$ cat config.mk
export PLATFORM = sky130hd
export DESIGN_NAME = sma_ram
export DESIGN_NICKNAME = d
export VERILOG_FILES = /design/src/rtl/sma_ram.sv
export SDC_FILE = /design/constraint.sdc
export NUM_CORES = 2
export LEC_CHECK = 0
export BUFFER_PORTS_ARGS = -buffer_cell sky130_fd_sc_hd__buf_2
export CAP_MARGIN = 30
export CORE_MARGIN = 3
export CORE_UTILIZATION = 40
export DETAILED_ROUTE_END_ITERATION = 6
export GPL_ROUTABILITY_DRIVEN = 0
export SLEW_MARGIN = 5
export SYNTH_ARGS = -nofsm -noshare
export SYNTH_HDL_FRONTEND = slang
export SYNTH_SLANG_ARGS = --single-unit
$ cat constraint.sdc
create_clock -name clk -period 6.6 [get_ports clk]
set_input_delay 0.33 -clock clk [delete_from_list [all_inputs] [get_ports clk]]
set_output_delay 0.33 -clock clk [all_outputs]
set_load 0.05 [all_outputs]
$ cat src/rtl/sma_ram.sv
`timescale 1ns / 1ps
// ----------------------------------------------------------------------------
// sma_ram
// Generic single-port synchronous RAM with registered read data.
// ----------------------------------------------------------------------------
module sma_ram #(
    parameter int WIDTH = 8,
    parameter int DEPTH = 256
) (
    input  logic                     clk,
    input  logic                     we,
    input  logic [$clog2(DEPTH)-1:0] addr,
    input  logic [WIDTH-1:0]         wdata,
    output logic [WIDTH-1:0]         rdata
);

    logic [WIDTH-1:0] mem [DEPTH];

    // Write on enable, register the read every cycle
    always_ff @(posedge clk)
    begin
        if (we)
        begin
            mem[addr] <= wdata;
        end
        rdata <= mem[addr];
    end

endmodule

==> results.md <==
- The run finished with clean final reports.
- Clock tree synthesis selected as its root buffer the cell sky130_fd_sc_hd__clkbuf_16.
- Counting every instance in the synthesized netlist gives 3547.
- The number of max-slew violations in the final report is 0.
- The starting density of the core is 40.5%.
- The synthesized design contains 2056 register bits.
- Leaving out fill and tap cells, the most frequent cells in the layout are sky130_fd_sc_hd__edfxtp_1, sky130_fd_sc_hd__mux4_2, sky130_fd_sc_hd__a22oi_1.
- The global-route wire length before repair is 279000 um.
- From bottom edge to top edge, the die measures 449 um.
- The number of max-capacitance violations reported is 0.
- For this design the ratio of total power to cell area is 303 nW/um2.
- Together, buffers and inverters on the worst path number 4.
- Sequential elements use 78.6% of the synthesized area.
- For this run, the number of standard cells in the final layout without fillers is 6478.
- The worst setup path is launched from an input port.
- The library cell used most frequently in the layout, excluding fill and tap cells, is sky130_fd_sc_hd__edfxtp_1.
- The cell family contributing the most delay on the critical path is buffers and inverters.
- In this run the remaining antenna-violating nets after routing total 0.
- The number of failing hold endpoints at the final stage came to 0.
- The number of I/O pins is 26.
- The arrival time of data at the critical path endpoint is 4050 ps.
- The biggest area contributor in the post-synthesis netlist is sky130_fd_sc_hd__edfxtp_1.
- The routed design has 192000 um of wire.
- Measured against its own limit, the worst slew margin works out to 32.7%.
- Summing over every cut layer, the via total after detailed routing is 37300.
- The via count of the first global-routing pass is 38500.
- The die covers 202000 um2.
- For this run, the top clock speed supported by timing is 298 MHz.
- The clock slew at the register clock pins of the worst setup and hold paths is 60 ps.
- The cell repeated most along the worst path is sky130_fd_sc_hd__buf_12.
- After layout, the minimum clock period comes to 3360 ps.
- The summed instance area of the synthesized netlist is 78500 um2.
- The number of clock buffers inserted by TritonCTS is 207.
- Setup repair after global routing left no endpoint under its margin.
- After global routing the overflow that remains totals 0.
- The number of search-and-repair iterations in the first detailed-routing pass is 5.
- Across the VDD grid, the largest voltage drop is 0.205 mV.
- The worst path uses 50.9% of the clock period.
- The worst-case clock skew is 31.9 ps.
- The count of warnings emitted by yosys is 0.
- The mean area per synthesized cell is 22.1 um2.
- For this run, design rule violations remaining after detail routing come to 0.
- For hold timing, the worst endpoint is mem[197][7].
- For this run, the post-layout net count is 3707.
- In the routed layout, each cell is associated on average with a via count of 5.76.
- The H-tree was split into 4 levels.
- During placement, the flow inserted port buffers numbering 25.
- After synthesis, the cell types taking the most area are sky130_fd_sc_hd__edfxtp_1, sky130_fd_sc_hd__mux4_2, sky130_fd_sc_hd__a22oi_1, sky130_fd_sc_hd__nor2_1, sky130_fd_sc_hd__a21oi_1.
- Of all nets on the critical path, the largest fanout is 58.
- Traced cell by cell, the critical path runs through buf_8, buf_12, buf_12, mux4_2, a22oi_1, a21oi_1, o41ai_1, buf_4, nand4_1.
- The final setup violation count is 0.
- The area fraction of the dominant cell type after synthesis is 78.3%.
- The launch instance of the worst min-delay path is wdata[7].
- The worst register-to-register path begins at mem[43][0].
- The reg2reg setup slack is 3830 ps.
- The kind of path behind the tightest hold check is in -> reg.
- Counting every sink on the clock net gives 2056.
- The maximum number of pins on one net before global-route repair is 184.
- Cells with a size suffix above 1 make up 25.5% of the layout.
- The initial antenna violation count is 4.
- The critical path in this run is classified as in -> reg.
- Overall power consumption after layout is estimated at 26900 uW.
- The maximum buffer depth of the clock tree is 3.
- The worst hold margin is 70.2 ps.
- The iteration-0 DRC count of the detailed router is 3831.
- The CTS tree is built.
- Fill cells in the final layout number 16100.
- The end of the worst register-to-register path is rdata[0].
- The number of different library cells in the post-synthesis netlist is 22.
- In the final routed layout, each cell accounts on average for 29.6 um.
- For the worst setup path, the data required time is 7290 ps.
- The nature of the critical path endpoint is a flop.
- The largest single stage delay on the critical path is 800 ps.
- The count of placed standard cells including taps is 6065.
- The detailed placement HPWL is 109000 um.
- The slew at the pin with the worst max-slew slack is 1010 ps.
- The final setup TNS is 0 ps.
- The static leakage is 0.0268 uW.
- Counting instances, the worst hold path has a depth of 1.
- After floorplanning, the core was divided into 161 placement rows.
- The die is 449 um wide.
- The clock latency at the later pin of the worst-skew pair is 840 ps.
- When the netlist entered floorplanning its net count stood at 3565.
- The total track usage is 18.9%.
- The depth of the most critical reg-to-reg path is 6.
- The slowest stage of the critical path belongs to the cell sky130_fd_sc_hd__o41ai_1.
- The area added between synthesis and finish is 13.3%.
- The area of the core is 194000 um2.
[cell type report]
cell class,instances,area [um2],share of cell area [%]
Antenna cell,2,5.00,0.00563
Clock buffer,256,5430,6.10
Clock inverter,132,1090,1.23
Inverter,1,3.75,0.00422
Multi-Input combinational cell,1258,15900,17.9
Sequential cell,2056,61700,69.4
Tap cell,2608,3260,3.67
Timing Repair Buffer,165,1540,1.73
[synthesized netlist by cell type, drive strengths merged]
master  number
edfxtp    2048
a21oi      128
or3          1
mux4       512
nor2b        7
nand2       28
nand3       13
nor3        30
o41ai       32
dfxtp        8
clkbuf     145
buf         87
and2         3
nor2       232
nand2b       6
or2          2
inv          1
a22oi      256
nand4        8
[worst register-to-register path, stage by stage, from the launching register on]
cell,delay [ps]
sky130_fd_sc_hd__edfxtp_1,360
sky130_fd_sc_hd__mux4_2,470
sky130_fd_sc_hd__a22oi_1,310
sky130_fd_sc_hd__a21oi_1,230
sky130_fd_sc_hd__o41ai_1,930
sky130_fd_sc_hd__buf_4,260
sky130_fd_sc_hd__nand4_1,80
[cell families (layout without fill, tap and decap cells)]
kind of cell           count (synthesis)  count (layout)  synth area share, %
other                                  0               2                    0
muxes                                512             512                 14.7
buffers and inverters                233             554                 1.40
and+or+nand+nor                      330             330                 1.73
DFF                                 2056            2056                 78.6
AOI/OAI and AO/OA                    416             416                 3.62
[repair_timing]
item | in CTS | in global routing
endpoints found under the hold margin | 230 | 0
hold buffers | 6 | 0
setup buffers | 0 | 0
resized for setup | 0 | 0
[registers in the layout, summed over array words and instances, names as in the netlist]
register,count
mem,2048
rdata,8
[power breakdown]
group / switching, uW / internal [uW] / leakage (uW)
registers: 21.5 / 14400 / 0.0185
clock network: 4880 / 6420 / 0.00316
logic: 805 / 410 / 0.00513
total: 5710 / 21200 / 0.0268
[through the flow]
| stage | setup slack (ps) | util [%] | cell area, um2 |
|---|---|---|---|
| 2_1_floorplan | 4050 | - | 78500 |
| 3_3_place_gp | 1740 | 42.3 | 82000 |
| 3_5_place_dp | 2230 | 42.4 | 82200 |
| 4_1_cts | 3150 | 45.8 | 88800 |
| 5_1_grt | 3000 | 45.9 | 88900 |
| 6_report | 3240 | 45.9 | 88900 |
[worst max path at each step]
| stage | depth (start not counted) | end | slack, ps | from |
|---|---|---|---|---|
| 6_report | 9 | rdata[0] | 3240 | addr[0] |
| 5_1_grt | 8 | rdata[2] | 3000 | addr[0] |
| 4_1_cts | 8 | rdata[6] | 3150 | addr[0] |
| 3_5_place_dp | 8 | rdata[6] | 2230 | addr[0] |
| 3_3_place_gp | 8 | rdata[1] | 1740 | addr[0] |
| 2_1_floorplan | 9 | mem[111][0] | 4050 | addr[1] |
[layer usage]
| metal | track usage [%] | share of wire (%) |
|---|---|---|
| met4 | 5.34 | 2.6 |
| met1 | 26.1 | 41 |
| met3 | 3.30 | 6.6 |
| met2 | 30.9 | 50 |
| met5 | 0 | 0.0068 |
Note: power is estimated with default switching activity, not from simulation.
