--- src/rtl/sma_pkg.sv ---
`timescale 1ns / 1ps
// ----------------------------------------------------------------------------
// sma_pkg
// Shared constants, types and helpers for the segmented memory access unit.
// ----------------------------------------------------------------------------
package sma_pkg;

    // Storage and sizing
    localparam int MEM_BYTES = 16384;
    localparam int SEG_COUNT = 8;
    localparam int DESC_REGS = 8;
    localparam int DESC_IW   = $clog2(DESC_REGS);
    localparam int MEM_AW    = $clog2(MEM_BYTES);
    localparam int MAX_BYTES = 4;
    localparam int CNT_W     = 3;
    localparam int CFG_IW    = 8;

    // Fault codes as seen on fault_code
    typedef enum logic [1:0] {
        FAULT_NONE    = 2'd0,
        FAULT_SEGMENT = 2'd1,
        FAULT_LIMIT   = 2'd2,
        FAULT_MEMORY  = 2'd3
    } sma_fault_t;

    // Request fields handed to the translation unit
    typedef struct packed {
        logic [15:0]      sel;
        logic [15:0]      off;
        logic [CNT_W-1:0] cnt;
    } sma_xlat_req_t;

    // Translation outcome
    typedef struct packed {
        logic [16:0] phys;
        sma_fault_t  fault;
    } sma_xlat_rsp_t;

    // Byte-wide memory access
    typedef struct packed {
        logic              we;
        logic [MEM_AW-1:0] addr;
        logic [7:0]        wdata;
    } sma_mem_req_t;

    // Sign-extend the low 8*n bits of v; zero or full counts pass through
    function automatic logic [31:0] sign_ext(input logic [31:0] v, input logic [CNT_W-1:0] n);
        logic [31:0] r;
        r = v;
        case (n)
            3'd1:    r = {{24{v[7]}}, v[7:0]};
            3'd2:    r = {{16{v[15]}}, v[15:0]};
            3'd3:    r = {{8{v[23]}}, v[23:0]};
            default: r = v;
        endcase
        return r;
    endfunction

endpackage

--- src/rtl/sma_xlat.sv ---
`timescale 1ns / 1ps
// ----------------------------------------------------------------------------
// sma_xlat
// Segment descriptor registers and base/limit translation with fault checks.
// ----------------------------------------------------------------------------
module sma_xlat (
    input  logic                       clk,
    input  logic                       rst_n,
    input  logic                       cfg_valid,
    output logic                       cfg_ready,
    input  logic [sma_pkg::CFG_IW-1:0] cfg_index,
    input  logic [31:0]                cfg_data,
    input  sma_pkg::sma_xlat_req_t     req,
    output sma_pkg::sma_xlat_rsp_t     rsp
);
    import sma_pkg::*;

    logic [31:0]      desc_reg [DESC_REGS];
    logic [31:0]      desc;
    logic [15:0]      base;
    logic [15:0]      size;
    logic             seg_ok;
    logic [16:0]      phys;
    logic [CNT_W-1:0] extra;
    logic [17:0]      last;

    // Descriptor writes are always taken
    assign cfg_ready = 1'b1;

    always_ff @(posedge clk or negedge rst_n)
    begin
        if (!rst_n)
        begin
            for (int i = 0; i < DESC_REGS; i++)
            begin
                desc_reg[i] <= '0;
            end
        end
        else if (cfg_valid && (cfg_index < CFG_IW'(DESC_REGS)))
        begin
            desc_reg[cfg_index[DESC_IW-1:0]] <= cfg_data;
        end
    end

    // Select the descriptor and form base + offset
    assign seg_ok = (req.sel < 16'(SEG_COUNT));
    assign desc   = desc_reg[req.sel[DESC_IW-1:0]];
    assign base   = desc[31:16];
    assign size   = desc[15:0];
    assign phys   = {1'b0, base} + {1'b0, req.off};
    assign extra  = (req.cnt == '0) ? '0 : req.cnt - CNT_W'(1);
    assign last   = {1'b0, phys} + 18'(extra);

    // Check faults in priority order
    always_comb
    begin
        rsp.phys  = phys;
        rsp.fault = FAULT_NONE;
        if (!seg_ok)
        begin
            rsp.phys  = '0;
            rsp.fault = FAULT_SEGMENT;
        end
        else if (req.off >= size)
        begin
            rsp.fault = FAULT_LIMIT;
        end
        else if (last >= 18'(MEM_BYTES))
        begin
            rsp.fault = FAULT_MEMORY;
        end
    end

endmodule

--- config.mk ---
export PLATFORM = sky130hd
export DESIGN_NAME = sma_xlat
export DESIGN_NICKNAME = d
export VERILOG_FILES = /design/src/rtl/sma_pkg.sv /design/src/rtl/sma_xlat.sv
export SDC_FILE = /design/constraint.sdc
export NUM_CORES = 1
export LEC_CHECK = 0
export BUFFER_PORTS_ARGS = -buffer_cell sky130_fd_sc_hd__buf_4
export CORE_ASPECT_RATIO = 1.4
export CORE_MARGIN = 1.5
export CORE_UTILIZATION = 65
export DETAILED_ROUTE_END_ITERATION = 10
export HOLD_SLACK_MARGIN = 0.06
export PLACE_DENSITY = 0.86
export SLEW_MARGIN = 20
export SYNTH_ARGS = -nofsm -noshare
export SYNTH_HDL_FRONTEND = slang
export SYNTH_SLANG_ARGS = --single-unit
--- constraint.sdc ---
create_clock -name clk -period 14.71 [get_ports clk]
set_clock_uncertainty 0.2 [all_clocks]
set_input_delay 2.2065 -clock clk [delete_from_list [all_inputs] [get_ports clk]]
set_output_delay 2.2065 -clock clk [all_outputs]
set_load 0.02 [all_outputs]
==> metrics.txt <==
result of the run=finished clean; DR vias=7686; setup repair after global routing missed its margin=false; clock buffers created by TritonCTS=25; total net switching power=roughly 0.36 mW; port buffer count=96; Worst Tran Pin Value=1.11 ns; post-synthesis area per instance=between 10 and 15 um^2; register bit count reported by yosys=between 200 and 300; Max-slew headroom=between 20 and 30%; Post-Route Setup TNS=0 ns; number of resized instances in the post-cts repair step=0; area of all placed cells without fillers=0.0146 mm^2; part of the total power dissipated in sequential elements=47.7%; CTS H-tree depth=1; static leakage=around 7.2 nW; antenna violations before repair=0; clock share of power=a little over two fifths; Final Net Count=1051; post-route minimum period=between 9 and 10 ns; number of routed nets with antenna violations=0; routed vias/inst=between 6 and 7; ys flop type=dfrtp_1; total number of clock tree sinks=256; Final period util=about three fifths; Final setup viols=0; commonest non-fill, non-tap cell in the layout=mux2_2; Setup crit start kind=input port; max FFs per register=about 260; worst setup path endpoint=rsp[1]; dpl hpwl=16600 um; WP data required=around 12 ns; count of filler cells inserted in the layout=1180; share of the synthesized area in the top cell type=50.3%; worst reg2reg startpoint=desc_reg[2]$_DFFE_PN0P_; clock transition at the registers of the reported paths=roughly 0.060 ns; CP startpoint=req[19]; top area cells in the synthesized netlist=dfrtp_1 (50%), mux2_2 (24%), mux4_2 (11%), ha_1 (3.4%), mux2i_1 (1.2%); register-to-register setup slack=13.71 ns; number of rows in the core area=60; total global routing overflow=0; clock tree from TritonCTS=done; vertical die dimension=approximately 170 um; Die W=~120 um; dominant combinational cell family by area after synthesis=multiplexers; number of setup buffers added after CTS=0; Internal Pwr Total=approximately 1.2 mW; Bufs on Longest Clock Path=3; synthesized-area fraction occupied by ao, oa, aoi and oai cells=under 10%; share of layout cells above drive strength 1=52.3%; Tightest Hold Check Type=reg2reg; part of the total power dissipated in combinational logic=around a tenth; portion of netlist area occupied by mux cells=a little under two fifths; number of distinct library cells after synthesis=54; Worst Setup Path Type=in2out; worst reg2reg endpoint=desc_reg[2]$_DFFE_PN0P_; post-place instance area=~0.014 mm^2; warning count from the yosys run=0; number of global-route vias before repair=~8000; worst path arrival time=6.69 ns; total inserted antenna cells=0; proportion of total power due to net switching=between 20% and 30%; library cell used as clock root buffer=clkbuf_16; global placement routability congestion=0.891; DIE AREA=between 0.02 and 0.025 mm^2; GR met3 Demand/Resource=3.67%; cell at the slowest stage of the critical path=buf_4; most common cell type on the critical path=buf_4; GR Layer Usage met2=a little under half; utilization after layout=roughly three quarters; first-pass GRT wire length=44600 um; number of cell instances on the worst register-to-register path=1; leading cell types in the layout, fill and taps excluded=mux2_2 (274), dfrtp_1 (256), buf_4 (105); nets in the synthesized netlist=around 960; total wire length=27900 um; count of TritonRoute iterations in the first routing pass=4; PwrDens=roughly 110 mW/mm^2; cell taking the most area after synthesis=dfrtp_1; max-cap check violation count=0; number of slew-limit violations in the final report=0; number of enable-type register cells in the synthesized netlist=0; GR met1 Demand/Resource=between 30% and 40%; cell area after technology mapping=approximately 0.013 mm^2; Skew-Pair Late Insertion Delay=0.51 ns; placeable core area=0.0192 mm^2; most heavily used metal layer in global routing=met2; maximum number of pins on one net before global-route repair=126; sequential element share of the synthesized area=between 50% and 60%; post-detailed-route DRC marker count=0; starting DRC count in detailed routing=about 520; category of the worst setup path capture point=primary output; final number of hold-violating endpoints=0; number of top-level pins=98; Synth Instances=849; largest fanout on the critical path=42; Simple-Gate Fraction of Synth Area=under 10%; P&R area growth vs syn=14.3%; Hold Buf Count CTS=0; crit path cell chain=buf_4 > buf_4 > mux4_2 > mux2_2 > ha_1 > a21oi_1 > a32o_1 > a211oi_2 > o21a_1 > o311ai_1 > nor4b_2 > mux2_2 > a31oi_1 > buf_4; total routing usage reported by global routing=28.4%; routed length per placed instance=approximately 23 um; peak clock frequency supported by timing=around 110 MHz; Synth Area in XOR/XNOR=less than 1%; Max VDD drop=between 0.00009 and 0.0001 V; share of flip-flops with an asynchronous set or reset=100%; synthesized-area fraction occupied by adder cells=under 10%; delay of the slowest cell on the worst path=0.76 ns; initial standard-cell utilization of the core=66.3%
## worst max-delay path, delay by kind of cell
kind	cells	cell delay (ns)
compound gates	6	1.28
fa+ha+maj	1	0.34
simple gates	1	0.24
buf+inv	3	1.33
mux	3	1.26
## through the flow
| stage | total power, mW | hold WS [ns] | cells | setup slack, ns |
|---|---|---|---|---|
| 6_report | 1.58 | 0.299 | 1202 | 5.61 |
| 4_1_cts | 1.59 | 0.302 | 1202 | 5.55 |
| 3_3_place_gp | 0.928 | 0.282 | 1157 | 5.67 |
| 2_1_floorplan | 0.867 | 0.274 | 849 | 5.45 |
| 3_5_place_dp | 0.934 | 0.288 | 1157 | 5.56 |
| 5_1_grt | 1.64 | 0.311 | 1202 | 5.33 |
## worst min path at each step
| stage | start | to | slack (ns) | depth (start not counted) |
|---|---|---|---|---|
| 6_report | desc_reg[136]$_DFFE_PN0P_ | desc_reg[136]$_DFFE_PN0P_ | 0.30 | 1 |
| 5_1_grt | desc_reg[160]$_DFFE_PN0P_ | desc_reg[160]$_DFFE_PN0P_ | 0.31 | 1 |
| 4_1_cts | desc_reg[3]$_DFFE_PN0P_ | desc_reg[3]$_DFFE_PN0P_ | 0.30 | 1 |
| 3_5_place_dp | desc_reg[8]$_DFFE_PN0P_ | desc_reg[8]$_DFFE_PN0P_ | 0.29 | 1 |
| 3_3_place_gp | desc_reg[204]$_DFFE_PN0P_ | desc_reg[204]$_DFFE_PN0P_ | 0.28 | 1 |
| 2_1_floorplan | desc_reg[0]$_DFFE_PN0P_ | desc_reg[0]$_DFFE_PN0P_ | 0.27 | 1 |
## cell type report
| class | count | area [um^2] | share of cell area (%) |
|---|---|---|---|
| Clock buffer | 36 | 727 | 4.99 |
| Clock inverter | 9 | 126 | 0.868 |
| Inverter | 10 | 37.5 | 0.258 |
| Multi-Input combinational cell | 537 | 6140 | 42.2 |
| Sequential cell | 256 | 6410 | 44.0 |
| Tap cell | 248 | 310 | 2.13 |
| Timing Repair Buffer | 106 | 803 | 5.52 |
## power groups by stage
stage,registers [mW],clock network [mW],logic (mW)
after detailed placement,0.766,0,0.168
after CTS,0.754,0.667,0.170
final,0.754,0.657,0.169
after floorplan,0.760,0,0.106
after global routing,0.757,0.696,0.186
after global placement,0.764,0,0.164
## cell families after synthesis
group           after synthesis
simple gates                 69
xor+xnor                     12
other cells                   1
compound gates               65
mux                         353
fa+ha+maj                    37
flops                       256
buf+inv                      56
## metal layers
metal,routed length (um),vias up
li1,-,3389
met1,11600,4034
met2,14100,207
met3,1360,56
met4,843,0
met5,0,-
## synthesized netlist by cell type (3+ instances only)
master / number
mux2_2: 274
dfrtp_1: 256
mux4_2: 64
ha_1: 35
clkbuf_1: 32
nor2_1: 22
a21oi_1: 21
mux2i_1: 15
buf_1: 13
inv_1: 10
nand2_1: 9
o21ai_0: 8
a21o_1: 7
and2_1: 7
xnor2_1: 6
xor2_1: 6
a211oi_1: 4
nor3_1: 4
nand2b_1: 3
nand3b_1: 3
nor2b_1: 3
nor3b_1: 3
nor4_1: 3
o211ai_1: 3
or3_1: 3
Note: power is estimated with default switching activity, not from simulation.
