## src/rtl/sma_pkg.sv

```systemverilog
`timescale 1ns / 1ps
// ----------------------------------------------------------------------------
// sma_pkg
// Shared constants, types and helpers for the segmented memory access unit.
// ----------------------------------------------------------------------------
package sma_pkg;

    // Storage and sizing
    localparam int MEM_BYTES = 16384;
    localparam int SEG_COUNT = 8;
    localparam int DESC_REGS = 8;
    localparam int DESC_IW   = $clog2(DESC_REGS);
    localparam int MEM_AW    = $clog2(MEM_BYTES);
    localparam int MAX_BYTES = 4;
    localparam int CNT_W     = 3;
    localparam int CFG_IW    = 8;

    // Fault codes as seen on fault_code
    typedef enum logic [1:0] {
        FAULT_NONE    = 2'd0,
        FAULT_SEGMENT = 2'd1,
        FAULT_LIMIT   = 2'd2,
        FAULT_MEMORY  = 2'd3
    } sma_fault_t;

    // Request fields handed to the translation unit
    typedef struct packed {
        logic [15:0]      sel;
        logic [15:0]      off;
        logic [CNT_W-1:0] cnt;
    } sma_xlat_req_t;

    // Translation outcome
    typedef struct packed {
        logic [16:0] phys;
        sma_fault_t  fault;
    } sma_xlat_rsp_t;

    // Byte-wide memory access
    typedef struct packed {
        logic              we;
        logic [MEM_AW-1:0] addr;
        logic [7:0]        wdata;
    } sma_mem_req_t;

    // Sign-extend the low 8*n bits of v; zero or full counts pass through
    function automatic logic [31:0] sign_ext(input logic [31:0] v, input logic [CNT_W-1:0] n);
        logic [31:0] r;
        r = v;
        case (n)
            3'd1:    r = {{24{v[7]}}, v[7:0]};
            3'd2:    r = {{16{v[15]}}, v[15:0]};
            3'd3:    r = {{8{v[23]}}, v[23:0]};
            default: r = v;
        endcase
        return r;
    endfunction

endpackage

```

## src/rtl/sma_ctrl.sv

```systemverilog
`timescale 1ns / 1ps
// ----------------------------------------------------------------------------
// sma_ctrl
// Request sequencer: latches a request, takes the translation, then moves
// one byte a cycle through the byte-wide memory and returns the result.
// ----------------------------------------------------------------------------
module sma_ctrl (
    input  logic                   clk,
    input  logic                   rst_n,
    input  logic                   start,
    output logic                   busy,
    input  logic                   req_type,
    input  logic [15:0]            segment,
    input  logic [15:0]            offset,
    input  logic [15:0]            byte_count,
    input  logic [31:0]            write_data,
    output sma_pkg::sma_xlat_req_t xlat_req,
    input  sma_pkg::sma_xlat_rsp_t xlat_rsp,
    output sma_pkg::sma_mem_req_t  mem_req,
    input  logic [7:0]             mem_rdata,
    output logic                   done,
    output logic signed [31:0]     read_data,
    output logic [16:0]            phys_address,
    output logic [1:0]             fault_code
);
    import sma_pkg::*;

    typedef enum logic [1:0] {
        ST_IDLE,
        ST_XLAT,
        ST_ACCESS
    } state_t;

    state_t            state_reg;
    logic              is_write_reg;
    logic [15:0]       sel_reg;
    logic [15:0]       off_reg;
    logic [CNT_W-1:0]  cnt_reg;
    logic [31:0]       wdata_reg;
    logic [MEM_AW-1:0] addr_reg;
    logic [CNT_W-1:0]  issued_reg;
    logic [CNT_W-1:0]  got_reg;
    logic              rd_valid_reg;
    logic [31:0]       acc_reg;
    logic              done_reg;
    logic [31:0]       read_data_reg;
    logic [16:0]       phys_reg;
    logic [1:0]        fault_reg;

    logic [CNT_W-1:0]  cnt_clamp;
    logic              issuing;
    logic [1:0]        byte_sel;
    logic [31:0]       acc_next;

    // Clamp the byte count
    assign cnt_clamp = (byte_count > 16'(MAX_BYTES)) ? CNT_W'(MAX_BYTES) : byte_count[CNT_W-1:0];

    assign xlat_req.sel = sel_reg;
    assign xlat_req.off = off_reg;
    assign xlat_req.cnt = cnt_reg;

    // Drive the memory: writes send the most significant remaining byte first
    assign issuing       = (state_reg == ST_ACCESS) && (issued_reg < cnt_reg);
    assign byte_sel      = 2'(cnt_reg - CNT_W'(1) - issued_reg);
    assign mem_req.we    = issuing && is_write_reg;
    assign mem_req.addr  = addr_reg;
    assign mem_req.wdata = 8'(wdata_reg >> {byte_sel, 3'b000});

    assign acc_next = {acc_reg[23:0], mem_rdata};

    assign busy         = (state_reg != ST_IDLE);
    assign done         = done_reg;
    assign read_data    = read_data_reg;
    assign phys_address = phys_reg;
    assign fault_code   = fault_reg;

    // Hold state and registered outputs
    always_ff @(posedge clk or negedge rst_n)
    begin
        if (!rst_n)
        begin
            state_reg    <= ST_IDLE;
            done_reg     <= 1'b0;
            rd_valid_reg <= 1'b0;
            issued_reg   <= '0;
            got_reg      <= '0;
        end
        else
        begin
            done_reg     <= 1'b0;
            rd_valid_reg <= issuing && !is_write_reg;
            case (state_reg)
                ST_IDLE:
                begin
                    if (start)
                    begin
                        is_write_reg <= req_type;
                        sel_reg      <= segment;
                        off_reg      <= offset;
                        cnt_reg      <= cnt_clamp;
                        wdata_reg    <= write_data;
                        state_reg    <= ST_XLAT;
                    end
                end
                ST_XLAT:
                begin
                    phys_reg      <= xlat_rsp.phys;
                    fault_reg     <= xlat_rsp.fault;
                    read_data_reg <= '0;
                    addr_reg      <= xlat_rsp.phys[MEM_AW-1:0];
                    issued_reg    <= '0;
                    got_reg       <= '0;
                    acc_reg       <= '0;
                    if ((xlat_rsp.fault != FAULT_NONE) || (cnt_reg == '0))
                    begin
                        done_reg  <= 1'b1;
                        state_reg <= ST_IDLE;
                    end
                    else
                    begin
                        state_reg <= ST_ACCESS;
                    end
                end
                ST_ACCESS:
                begin
                    // Advance the address while bytes remain to issue
                    if (issuing)
                    begin
                        addr_reg   <= addr_reg + MEM_AW'(1);
                        issued_reg <= issued_reg + CNT_W'(1);
                    end
                    if (is_write_reg)
                    begin
                        if (issued_reg == cnt_reg - CNT_W'(1))
                        begin
                            done_reg  <= 1'b1;
                            state_reg <= ST_IDLE;
                        end
                    end
                    else if (rd_valid_reg)
                    begin
                        // Shift in each returned byte, finish on the last one
                        acc_reg <= acc_next;
                        got_reg <= got_reg + CNT_W'(1);
                        if (got_reg == cnt_reg - CNT_W'(1))
                        begin
                            read_data_reg <= sign_ext(acc_next, cnt_reg);
                            done_reg      <= 1'b1;
                            state_reg     <= ST_IDLE;
                        end
                    end
                end
                default:
                begin
                    state_reg <= ST_IDLE;
                end
            endcase
        end
    end

endmodule

```

## config.mk

```make
export PLATFORM = sky130hd
export DESIGN_NAME = sma_ctrl
export DESIGN_NICKNAME = d
export VERILOG_FILES = /design/src/rtl/sma_pkg.sv /design/src/rtl/sma_ctrl.sv
export SDC_FILE = /design/constraint.sdc
export NUM_CORES = 1
export LEC_CHECK = 0
export BUFFER_PORTS_ARGS = -buffer_cell sky130_fd_sc_hd__buf_4
export CORE_UTILIZATION = 45
export CTS_CLUSTER_DIAMETER = 100
export DETAILED_ROUTE_END_ITERATION = 8
export PLACE_DENSITY = 0.75
export RECOVER_POWER = 50
export REMOVE_ABC_BUFFERS = 1
export SETUP_SLACK_MARGIN = 0.4
export SKIP_CTS_REPAIR_TIMING = 1
export SYNTH_ARGS = -nofsm -noshare
export SYNTH_HDL_FRONTEND = slang
export SYNTH_SLANG_ARGS = --single-unit
```

## constraint.sdc

```tcl
create_clock -name clk -period 3.4 [get_ports clk]
set_clock_uncertainty 0.15 [all_clocks]
set_input_delay 0.68 -clock clk [delete_from_list [all_inputs] [get_ports clk]]
set_output_delay 0.68 -clock clk [all_outputs]
set_load 0.005 [all_outputs]
```

==> flow_summary.toml <==
[power]
pwr_density_cell_mw_per_mm2 = 683
leakage_nw = 3.68
ir_drop_uv = 396
power_w = 0.00624

[floorplanning]
die_area_mm2 = 0.0152
start_util_pct = 46.9
die_x_um = 123
row_count = 43
io_pins = 222
core_mm2 = 0.0141
die_y_um = 123

[yosys]
synth-edff-count = 157
yosysTopAreaCellShare_pct = 71.1
synthArstFlopShare_pct = 5.99
synth_flop_cell = "edfxtp_1"
yosysMostFrequentCell = "edfxtp_1"
synth_cells = 419
yosys.cell_types.count = 46
ys_seq_area_share_pct = 74.9
synth_area_leaders = "edfxtp_1 (71%), dfrtp_1 (3.8%), ha_1 (2.8%), mux4_1 (2.8%), nand2_1 (2.0%)"
synth_common_cells = "edfxtp_1 (157), nand2_1 (36), inv_1 (35)"
syn_avg_cell_area_um2 = 15.8
syn_area_mm2 = 0.00663
ys_warn_count = 0
yosys.area.top_type = "edfxtp_1"
synth-seq-cells = 167

[cts]
cts_root_buf = "clkbuf_16"
clkSinkCount = 167
cts_inserted_buffers = 17
clkTransAtPathRegs_ns = 0.06
clk_path_buf_depth = 2
cts_tree = "yes"
insertion_delay_ns = 0.42
htree_levels = 4

[routing]
antenna_left = 0
routed_wl_mm = 14.0
vias_per_cell = 5.02
drc = 0
drt_iter0_drc = 258
wire_per_inst_um = 16.3
dr.pass1.iters = 4
vias = 4313

[placement]
numPortBuffers = 221
dp_slack_ns = 0.451
gp_congestion = 0.783
dp_hpwl_mm = 10.2

[sta]
tightestPinTransition_ns = 1.29
relSlewSlack_pct = 13.8
setup_ws_ns = 0.344
slew_violations = 0
finalCriticalPeriod_ns = 3.06
rsz0062_at_grt = "true"
clock.fmax_ghz = 0.327
setup_viol = 0
period_share_pct = 89.9
hold_viol = 0

[hold_path]
hold_path.class = "input pin to flip-flop"
hp-start = "write_data[0]"

[setup_path]
critical_path_class = "flip-flop to output port"
cp-start-kind = "flip-flop"
critPathMaxFanout = 8
crit_start = "cnt_reg[1]$_SDFFCE_PN0P_"
end_kind = "output port"
rr_startpoint = "state_reg[0]$_DFFE_PN0P_"
crit_arrival_ns = 2.23
required_ns = 2.57

[run]
drv_cap = 0

[global_routing]
grt.total_usage_pct = 19.0
overflow = 0
grt_pass1_wl_mm = 21.0
grt_max_degree = 69
antenna_found_initial = 0
grt_pass1_vias = 4322

[finish]
fin_nets = 793
antenna-diode-count = 0
drive_gt1_share_pct = 37.2
syn_to_final_growth_pct = 37.8

[outcome]
status = "completed"
==> worst paths after layout <==
path                                             endpoint  slack, ns  cells past startpoint
worst max-delay path                           mem_req[6]       0.34                      7
worst min-delay path               wdata_reg[0]$_DFFE_PP_       0.30                      1
worst max register to register     addr_reg[10]$_DFFE_PP_       0.62                      6
worst min register to register  acc_reg[17]$_SDFFCE_PP0P_       0.36                      2
max in group asynchronous          got_reg[2]$_DFFE_PN0P_       1.94                      2
min in group asynchronous                  done$_DFF_PN0_       0.70                      2
==> metrics by stage <==
stage	util, %	area (um2)	hold slack (ns)	setup TNS [ns]	instances
after CTS	64.5	9130	-0.0670	-0.0113	850
final	64.6	9130	0.298	0	860
after detailed placement	60.5	8560	0.355	0	818
after global placement	60.5	8560	0.352	0	818
after global routing	64.6	9130	0.283	0	860
after floorplan	-	6600	0.234	-8.87	410
==> worst max-delay path, cell delays in order (launching register included) <==
cell      delay, ns
edfxtp_1       0.41
inv_1          0.18
ha_4           0.25
xnor2_4        0.15
xor2_1         0.15
buf_4          0.19
mux4_1         0.30
buf_4          0.16
==> where the power goes <==
part           switching, W  total [W]  internal, W
clock              0.000761    0.00184      0.00107
sequential         0.000165    0.00296      0.00280
combinational      0.000736    0.00145     0.000709
==> routing by layer <==
metal,GRT usage (%),vias to the layer above,share of wire [%]
met1,20.7,2072,37
met2,33.5,179,54
li1,-,2049,-
met5,0,-,0
met4,8.13,0,1.5
met3,6.37,13,7.6
==> area by class of cell <==
cell class | count | area (um2)
Fill cell | 1067 | 5020
Tap cell | 180 | 225
Timing Repair Buffer | 238 | 1690
Clock inverter | 13 | 133
Clock buffer | 19 | 433
Sequential cell | 167 | 4960
Multi-Input combinational cell | 208 | 1550
Inverter | 35 | 131
==> placed cells by master, fill, tap and decap left out, drive strengths merged, types with 2 or more instances in the layout <==
cell type and instances:
clkbuf 191, edfxtp 157, buf 65, nand2 36, inv 35, o21ai 23, nor2 22, a21oi 15
ha 15, xnor2 12, dfrtp 10, a21boi 10, and2 10, mux4 8, clkinv 8, nand3 7
nor3 7, nand4 4, nor4 4, mux2i 4, xor2 3, a22o 3, clkinvlp 3, nor2b 2
bufinv 2, xor3 2, nor4b 2, and3 2, and2b 2
==> cell families (layout without fill, tap and decap cells) <==
kind of cell,count (synthesis),after routing,synth area share (%)
AO/OA/AOI/OAI,61,61,5.74
XOR/XNOR,17,17,2.72
adder cells (fa/ha/maj),15,15,2.83
buffers and inverters,44,305,2.49
flip-flops,167,167,74.9
multiplexers,13,13,3.89
AND/OR/NAND/NOR,102,102,7.45
Note: power is estimated with default switching activity, not from simulation.
